File: src/sv/pmsc_pkg.sv
// ----------------------------------------------------------------------------
// pmsc_pkg: shared types and constants of the PID motor speed controller
// Field widths, fixed-point scale factors, register indexes and the
// command/status structs between controller and datapath.
// ----------------------------------------------------------------------------
package pmsc_pkg;

    localparam int COUNT_W    = 32;   // encoder_count
    localparam int TIME_W     = 32;   // time_ms
    localparam int GAIN_W     = 16;   // gains, signed Q8.x
    localparam int TARGET_W   = 21;   // target_speed, signed integer
    localparam int CFG_W      = 21;   // widest register
    localparam int CFG_IDX_W  = 2;
    localparam int Q_W        = 32;   // speed, error, derivative: Q24.8
    localparam int INTEG_W    = 48;   // error integral: Q40.8
    localparam int INTQ_W     = 56;   // signed integral increment
    localparam int DRIVE_W    = 9;
    localparam int PWM_W      = 8;
    localparam int S_TDATA_W  = 64;
    localparam int M_TDATA_W  = 32;
    localparam int ACC_W      = 64;   // PID sum

    localparam int SPD_NUM_W  = 50;   // |delta| * 256000
    localparam int DNUM_W     = 43;   // |error - prev_error| * 1000
    localparam int SPEED_SCALE = 256000;
    localparam int MS_PER_S    = 1000;

    localparam int DIV_NUM_W  = 64;
    localparam int DIV_DEN_W  = 32;
    localparam int DIV_BITS_PER_CYCLE = 2;

    typedef enum logic [CFG_IDX_W-1:0] {
        REG_GAIN_P = 2'd0,
        REG_GAIN_I = 2'd1,
        REG_GAIN_D = 2'd2,
        REG_TARGET = 2'd3
    } cfg_reg_t;

    typedef enum logic [1:0] {
        DIV_SPD = 2'd0,
        DIV_INT = 2'd1,
        DIV_DER = 2'd2
    } div_sel_t;

    typedef enum logic [1:0] {
        MUL_P  = 2'd0,
        MUL_D  = 2'd1,
        MUL_IL = 2'd2,
        MUL_IH = 2'd3
    } mul_sel_t;

    typedef struct packed {
        logic     load_in;
        logic     check;
        logic     div_start;
        div_sel_t div_sel;
        logic     lat_spd;
        logic     calc_err;
        logic     calc_prod;
        logic     calc_dnum;
        logic     lat_int;
        logic     acc_int;
        logic     lat_der;
        logic     mul_en;
        mul_sel_t mul_sel;
        logic     acc_clr;
        logic     acc_en;
        logic     round;
        logic     commit;
    } pmsc_cmd_t;

    typedef struct packed {
        logic dt_short;
        logic div_done;
    } pmsc_stat_t;

endpackage

File: src/sv/pmsc_ctrl.sv
// ----------------------------------------------------------------------------
// pmsc_ctrl: sequencer of the PID controller
// Steps the datapath through one sample and owns the stream handshakes.
// ----------------------------------------------------------------------------
module pmsc_ctrl
    import pmsc_pkg::*;
(
    input  logic       clk,
    input  logic       rst_n,
    input  logic       in_valid,
    output logic       in_ready,
    output logic       out_valid,
    input  logic       out_ready,
    input  pmsc_stat_t st,
    output pmsc_cmd_t  cmd
);

    typedef enum logic [17:0] {
        S_IDLE     = 18'h00001,
        S_CHECK    = 18'h00002,
        S_SPD_GO   = 18'h00004,
        S_SPD_WAIT = 18'h00008,
        S_ERR      = 18'h00010,
        S_PROD     = 18'h00020,
        S_INT_GO   = 18'h00040,
        S_INT_WAIT = 18'h00080,
        S_INT_ACC  = 18'h00100,
        S_DER_GO   = 18'h00200,
        S_DER_WAIT = 18'h00400,
        S_MUL_P    = 18'h00800,
        S_MUL_D    = 18'h01000,
        S_MUL_IL   = 18'h02000,
        S_MUL_IH   = 18'h04000,
        S_ACC      = 18'h08000,
        S_ROUND    = 18'h10000,
        S_OUT      = 18'h20000
    } state_t;

    state_t state_reg;
    state_t state_next;
    logic   out_valid_reg;
    logic   out_valid_next;

    always_comb
    begin
        cmd        = '0;
        state_next = state_reg;
        unique case (state_reg)
            S_IDLE:
            begin
                if (in_valid)
                begin
                    cmd.load_in = 1'b1;
                    state_next  = S_CHECK;
                end
            end
            S_CHECK:
            begin
                cmd.check  = 1'b1;
                state_next = st.dt_short ? S_IDLE : S_SPD_GO;
            end
            S_SPD_GO:
            begin
                cmd.div_start = 1'b1;
                cmd.div_sel   = DIV_SPD;
                state_next    = S_SPD_WAIT;
            end
            S_SPD_WAIT:
            begin
                cmd.lat_spd = 1'b1;
                if (st.div_done)
                    state_next = S_ERR;
            end
            S_ERR:
            begin
                cmd.calc_err = 1'b1;
                state_next   = S_PROD;
            end
            S_PROD:
            begin
                cmd.calc_prod = 1'b1;
                state_next    = S_INT_GO;
            end
            S_INT_GO:
            begin
                cmd.div_start = 1'b1;
                cmd.div_sel   = DIV_INT;
                cmd.calc_dnum = 1'b1;
                state_next    = S_INT_WAIT;
            end
            S_INT_WAIT:
            begin
                cmd.lat_int = 1'b1;
                if (st.div_done)
                    state_next = S_INT_ACC;
            end
            S_INT_ACC:
            begin
                cmd.acc_int = 1'b1;
                state_next  = S_DER_GO;
            end
            S_DER_GO:
            begin
                cmd.div_start = 1'b1;
                cmd.div_sel   = DIV_DER;
                state_next    = S_DER_WAIT;
            end
            S_DER_WAIT:
            begin
                cmd.div_sel = DIV_DER;
                cmd.lat_der = 1'b1;
                if (st.div_done)
                    state_next = S_MUL_P;
            end
            S_MUL_P:
            begin
                cmd.mul_en  = 1'b1;
                cmd.mul_sel = MUL_P;
                cmd.acc_clr = 1'b1;
                state_next  = S_MUL_D;
            end
            S_MUL_D:
            begin
                cmd.mul_en  = 1'b1;
                cmd.mul_sel = MUL_D;
                cmd.acc_en  = 1'b1;
                state_next  = S_MUL_IL;
            end
            S_MUL_IL:
            begin
                cmd.mul_en  = 1'b1;
                cmd.mul_sel = MUL_IL;
                cmd.acc_en  = 1'b1;
                state_next  = S_MUL_IH;
            end
            S_MUL_IH:
            begin
                cmd.mul_en  = 1'b1;
                cmd.mul_sel = MUL_IH;
                cmd.acc_en  = 1'b1;
                state_next  = S_ACC;
            end
            S_ACC:
            begin
                cmd.acc_en = 1'b1;
                state_next = S_ROUND;
            end
            S_ROUND:
            begin
                cmd.round  = 1'b1;
                state_next = S_OUT;
            end
            S_OUT:
            begin
                // wait for the output register to free up
                if (!out_valid_reg || out_ready)
                begin
                    cmd.commit = 1'b1;
                    state_next = S_IDLE;
                end
            end
            default:
                state_next = S_IDLE;
        endcase
    end

    always_comb
    begin
        if (cmd.commit)
            out_valid_next = 1'b1;
        else if (out_ready)
            out_valid_next = 1'b0;
        else
            out_valid_next = out_valid_reg;
    end

    always_ff @(posedge clk or negedge rst_n)
    begin
        if (!rst_n)
        begin
            state_reg     <= S_IDLE;
            out_valid_reg <= 1'b0;
        end
        else
        begin
            state_reg     <= state_next;
            out_valid_reg <= out_valid_next;
        end
    end

    assign in_ready  = (state_reg == S_IDLE);
    assign out_valid = out_valid_reg;

    a_no_overwrite: assert property (@(posedge clk) disable iff (!rst_n)
        cmd.commit |-> (!out_valid_reg || out_ready))
        else $error("pending result overwritten");

endmodule

File: config.mk
export PLATFORM = sky130hd
export DESIGN_NAME = pmsc_ctrl
export DESIGN_NICKNAME = d
export VERILOG_FILES = /design/src/sv/pmsc_pkg.sv /design/src/sv/pmsc_ctrl.sv
export SDC_FILE = /design/constraint.sdc
export NUM_CORES = 1
export LEC_CHECK = 0
export BUFFER_PORTS_ARGS = -buffer_cell sky130_fd_sc_hd__buf_2
export CAP_MARGIN = 20
export CORE_MARGIN = 2
export CORE_UTILIZATION = 58
export CTS_CLUSTER_SIZE = 28
export DETAILED_ROUTE_END_ITERATION = 7
export MAX_ROUTING_LAYER = met4
export PLACE_DENSITY = 0.8
export SLEW_MARGIN = 10
export SYNTH_ARGS = -nofsm -noshare
export SYNTH_HDL_FRONTEND = slang
export SYNTH_SLANG_ARGS = --single-unit
export TNS_END_PERCENT = 1
File: constraint.sdc
create_clock -name clk -period 4.9 [get_ports clk]
set_input_delay 1.225 -clock clk [delete_from_list [all_inputs] [get_ports clk]]
set_output_delay 1.225 -clock clk [all_outputs]
set_load 0.03 [all_outputs]
==> impl_metrics.env, run 1 <==
export IMPL_clock_sinks=19
export IMPL_cpLargestDelayFamily="simple AND/OR/NAND/NOR gates"
export IMPL_ir_drop_mv=0.263
export IMPL_largest_reg_flops=18
export IMPL_drive_gt1_share_pct=27.8
export IMPL_p_leak_nw=0.692
export IMPL_slew_limit_headroom_pct=62.7
export IMPL_grt_ovfl_total=0
export IMPL_cp_required_ps=3670
export IMPL_end_kind="output pin"
export IMPL_grt_max_degree=20
export IMPL_nNetsFinal=165
export IMPL_tritoncts="done"
export IMPL_drt_pass1_iter_count=4
export IMPL_final_antenna_net_count=0
export IMPL_wl_per_cell_um=15.4
export IMPL_rsz0062_at_grt="false"
export IMPL_max_clock_path_buffers=2
export IMPL_rows=17
export IMPL_ys_seq_area_share_pct=35.0
export IMPL_synth_edff_count=0
export IMPL_drv_cap=0
export IMPL_start_util_pct=61.6
export IMPL_track_usage_pct=24.4
export IMPL_max_freq_mhz=275
export IMPL_gp_congestion=0.803
export IMPL_synth_nets=148
export IMPL_syn_area_mm2=0.00136
export IMPL_numCtsBuffers=3
export IMPL_timing_final_crit_share_pct=74.3
export IMPL_antenna_cells=0
export IMPL_min_path_type="reg2reg"
export IMPL_synthCells=142
export IMPL_clk_latency_ps=300
export IMPL_hold_viol=0
export IMPL_ios=27
export IMPL_post_route_drc_count=0
export IMPL_cts_setup_buffers=0
export IMPL_arrival_ps=2420
export IMPL_dpl_worst_slack_ps=1580
export IMPL_critPathKind="reg2out"
export IMPL_antenna_found_initial=0
export IMPL_vias=1120
export IMPL_synthToLayoutAreaGrowth_pct=7.71
export IMPL_powerDensity_mw_per_mm2=333
export IMPL_start_kind="flip-flop"
export IMPL_post_cts_resize_count=0
export IMPL_dr_first_iter_drc_count=14
export IMPL_grt_first_pass_wirelength_mm=4.75
export IMPL_die_y_um=52.5
export IMPL_viasPerCell=6.02
export IMPL_grt_pass1_vias=1078
export IMPL_dieArea_mm2=0.00275
export IMPL_fp_dieW_um=52.5
export IMPL_core_area_mm2=0.00221
export IMPL_cpPeakStageDelay_ps=470
export IMPL_ys_dominant_reg_cell="dfrtp_1"
export IMPL_worst_pin_slew_ps=554
export IMPL_setup_violations=0
export IMPL_wl_mm=2.86
export IMPL_tns_ps=0
export IMPL_path_clk_slew_ps=110
export IMPL_synth_seq_cells=19
export IMPL_critPathSlowestCell="dfrtp_1"
export IMPL_final_setup_worst_slack_ps=1260
export IMPL_worst_path_buf_inv=1
export IMPL_outcome="finished clean"
export IMPL_yosysWarningCount=0
export IMPL_root_buffer="clkbuf_4"
export IMPL_maxSlewViolCount=0
export IMPL_syn_area_per_cell_um2=9.60
export IMPL_fin_crit_ps=3640
export IMPL_hold_buffers=0
export IMPL_htreeDepth=1
export IMPL_finClkSkew_ps=1.00
export IMPL_crit_fanout=6
export IMPL_hpwlAfterDp_mm=2.15
export IMPL_io_buffer_count=26
export IMPL_ys_types=46
export IMPL_synthArstFlopShare_pct=100
export IMPL_fill_cells=198
export IMPL_crit_chain="nor4_4 > and3_1 > nand2_1 > nor4b_1 > buf_2"
[worst register-to-register path, cell delays in order, from the launching register on]
cell and delay (ps):
dfrtp_1 510, nor4_4 420, nand4_2 300, or3_1 490
o221ai_2 160, o32ai_1 160
[worst paths after layout]
path / from / to / slack, ps / cells after the start
setup reg to reg: state_reg[12] / state_reg[0] / 2800 / 5
hold / removal: out_valid / out_valid / 580 / 2
hold reg to reg: out_valid / out_valid / 580 / 2
min in group asynchronous: rst_n / state_reg[5] / 840 / 1
max in group asynchronous: rst_n / state_reg[0] / 3730 / 1
setup / recovery: state_reg[8] / cmd[14] / 1260 / 5
[cells by family after synthesis]
kind of cell / Yosys count / synth area share (%)
AO/OA/AOI/OAI: 19 / 10.8
XOR/XNOR: 8 / 5.14
buffers and inverters: 17 / 7.25
flip-flops: 19 / 35.0
AND/OR/NAND/NOR: 79 / 41.8
[synth_stat cells (2+ instances only)]
cell / instances / area share, %
xor2_1: 2 / 1.3
and2_1: 2 / 0.92
or4_4: 2 / 1.7
a21o_1: 2 / 1.1
inv_1: 3 / 0.83
nor4b_1: 8 / 5.1
nor3b_1: 4 / 2.2
nor2b_1: 9 / 4.1
nor2_1: 10 / 2.8
nand3_1: 4 / 1.5
nand4_2: 2 / 1.8
dfrtp_1: 18 / 33
o22ai_1: 2 / 0.92
xnor2_1: 6 / 3.9
nor3_1: 6 / 2.2
buf_4: 3 / 1.7
buf_2: 6 / 2.2
nand2_1: 6 / 1.7
clkbuf_1: 2 / 0.55
nor4_4: 4 / 6.2
nor4_1: 6 / 2.8
and3_1: 6 / 2.8
nand2b_1: 4 / 1.8
buf_6: 2 / 1.7
a21oi_1: 2 / 0.73
[metrics by stage]
stage	hold WS, ps	power (mW)	area [um^2]	utilization [%]	instances
after global routing	641	0.525	1470	66.3	186
after floorplan	575	0.365	1360	-	142
final	580	0.489	1470	66.3	186
after global placement	540	0.402	1440	65.1	182
after detailed placement	554	0.408	1440	65.1	182
after CTS	581	0.492	1470	66.3	186
[final cells by class]
type                            count  area [um^2]  area share [%]
Clock buffer                        3         22.5            1.53
Timing Repair Buffer               26          130            8.87
Multi-Input combinational cell    106          787            53.6
Inverter                            3         11.3           0.767
Tap cell                           28         35.0            2.39
Clock inverter                      1         5.00           0.341
Sequential cell                    19          477            32.5
[routing by layer]
| layer | GRT usage, % | wire, um | part of all wire, % |
|---|---|---|---|
| met1 | 29.1 | 1280 | 45 |
| met5 | - | 0 | 0 |
| met2 | 40.2 | 1420 | 50 |
| met3 | 3.71 | 94 | 3.3 |
| met4 | 11.5 | 65 | 2.3 |
[cell usage in the layout (no fill, tap or decap), types with 4 or more instances in the layout]
cell type | synthesis | final
and3_1 | 6 | 6
nor3_1 | 6 | 6
nand2b_1 | 4 | 4
nor4_4 | 4 | 4
nor4_1 | 6 | 6
nor2_1 | 10 | 10
nor4b_1 | 8 | 8
xnor2_1 | 6 | 6
nor2b_1 | 9 | 9
nor3b_1 | 4 | 4
buf_2 | 6 | 26
nand2_1 | 6 | 6
dfrtp_1 | 18 | 18
nand3_1 | 4 | 4
[report_power, final]
part | total [mW] | switching, mW | internal (mW)
Sequential | 0.196 | 0.0257 | 0.170
Combinational | 0.211 | 0.131 | 0.0800
Clock | 0.0814 | 0.0509 | 0.0305
Power figures use the tool's default switching activity.
==> run 2, diff against run 1 <==
- CORE_UTILIZATION: 58 -> 54
- PLACE_DENSITY: 0.8 -> 0.75
- clock period: 4.9 -> 3.77 ns (I/O delays scaled with it)
==> run 2 against run 1 <==
Final cell count up 1.1%. Clock power rose by 34%. Largest cell class unchanged. Highest routed layer unchanged. Critical endpoint unchanged. Largest power group unchanged. Critical path depth unchanged.
==> impl_metrics.env, run 2 (synthesis results as in run 1) <==
export IMPL_grt_max_degree=20
export IMPL_net_switching_power_mw=0.274
export IMPL_rsz0062_at_grt="false"
export IMPL_arrival_ps=2440
export IMPL_multiInputGateArea_um2=787
export IMPL_timing_final_crit_share_pct=89.8
export IMPL_synthToLayoutAreaGrowth_pct=7.81
export IMPL_hpwlAfterDp_mm=2.26
export IMPL_clock_sinks=19
export IMPL_cp_required_ps=2830
export IMPL_core_area_mm2=0.00243
export IMPL_tns_ps=0
export IMPL_maxSlewViolCount=0
export IMPL_r2r_setup_slack_ps=1650
export IMPL_swShare_pct=42.8
export IMPL_fill_cells=218
export IMPL_powerDensity_mw_per_mm2=436
export IMPL_clk_latency_ps=310
export IMPL_p_clk_share_pct=17.1
export IMPL_min_path_type="in2async"
export IMPL_start_kind="flip-flop"
export IMPL_critPathKind="reg2out"
export IMPL_root_buffer="clkbuf_4"
export IMPL_crit_path_start="state_reg[12]"
export IMPL_power_frac_seq_pct=39.8
export IMPL_tritoncts="done"
export IMPL_antenna_found_initial=0
export IMPL_slew_limit_headroom_pct=62.1
export IMPL_cpPeakStageDelay_ps=510
export IMPL_r2r_cells=5
export IMPL_drive_gt1_share_pct=27.2
export IMPL_drv_cap=0
export IMPL_max_freq_mhz=295
export IMPL_fp_dieW_um=54.2
export IMPL_final_common_cell="buf_2"
export IMPL_largest_reg_flops=18
export IMPL_hold_viol=0
export IMPL_ir_drop_mv=0.526
export IMPL_end_kind="output pin"
export IMPL_fin_crit_ps=3380
export IMPL_start_util_pct=56.0
export IMPL_holdWs_ps=562
export IMPL_gp_congestion=0.919
export IMPL_wl_per_cell_um=16.0
export IMPL_crit_fanout=9
export IMPL_final_antenna_net_count=0
export IMPL_rows=18
export IMPL_nNetsFinal=165
export IMPL_comb_power_share_pct=43.1
export IMPL_cts_setup_buffers=0
export IMPL_drt_pass1_iter_count=5
export IMPL_outcome="finished clean"
export IMPL_setup_violations=0
export IMPL_critPathSlowestCell="dfrtp_1"
export IMPL_p_leak_nw=0.690
export IMPL_htreeDepth=1
export IMPL_die_y_um=54.2
export IMPL_viasPerCell=6.12
export IMPL_path_clk_slew_ps=110
export IMPL_grt_pass1_vias=990
export IMPL_p_int_mw=0.367
export IMPL_post_cts_resize_count=0
export IMPL_ios=27
export IMPL_dieArea_mm2=0.00294
export IMPL_worst_pin_slew_ps=560
export IMPL_grt_first_pass_wirelength_mm=4.81
export IMPL_dr_first_iter_drc_count=15
export IMPL_crit_chain="nor4_4 > and3_1 > nand2_1 > nor4b_1 > buf_2"
export IMPL_max_clock_path_buffers=2
export IMPL_track_usage_pct=23.5
export IMPL_numCtsBuffers=3
export IMPL_vias=1150
export IMPL_finClkSkew_ps=3.44
export IMPL_r2r_end="state_reg[3]"
export IMPL_hold_buffers=0
export IMPL_grt_ovfl_total=0
export IMPL_io_buffer_count=26
export IMPL_final_setup_worst_slack_ps=385
export IMPL_r2r_start="state_reg[2]"
export IMPL_antenna_cells=0
export IMPL_regArea_um2=477
export IMPL_wl_mm=3.02
export IMPL_post_route_drc_count=0
export IMPL_final_cell_mix="buf_2 (26), dfrtp_1 (18), nor2_1 (10)"
export IMPL_dpl_worst_slack_ps=735
[run 2: routing by layer]
metal	vias up	wire length [um]	share of wire [%]	track usage (%)
li1	555	-	-	-
met1	558	1360	45	28.2
met2	35	1490	49	40.0
met3	2	135	4.5	3.83
met4	0	24	0.80	8.33
met5	-	0	0	-
[run 2: area by class of cell]
type                       count  share of cell area [%]
multi-input combinational    106                    53.6
sequential                    19                    32.5
timing repair buffer          26                    8.86
tap                           30                    2.56
clock buffer                   4                    1.79
inverter                       3                   0.767
[run 2: critical path: cells and delay by family (launching register included)]
kind / cells / cell delay [ps]
buf+inv: 1 / 290
flops: 1 / 510
simple gates: 4 / 1330
[run 2: per-stage QoR]
step           power [mW]  area (um^2)  util, %  instances
2_1_floorplan       0.474         1360        -        142
3_3_place_gp        0.526         1440     59.3        184
3_5_place_dp        0.533         1440     59.3        184
4_1_cts             0.644         1470     60.4        188
5_1_grt             0.674         1470     60.4        188
6_report            0.641         1470     60.4        188
[run 2: how the worst max path moves through the flow]
stage	slack (ps)	cells after the start	to
detailed placement	740	5	cmd[14]
global placement	820	5	cmd[14]
finish	390	5	cmd[14]
floorplan	120	5	cmd[14]
global route	130	5	cmd[14]
CTS	370	5	cmd[14]
[run 2: power by group through the flow]
stage          clock network, mW  registers, mW  logic [mW]
2_1_floorplan                  0          0.232       0.242
3_3_place_gp                   0          0.258       0.268
3_5_place_dp                   0          0.258       0.275
4_1_cts                    0.113          0.254       0.276
5_1_grt                    0.117          0.257       0.300
6_report                   0.109          0.255       0.276
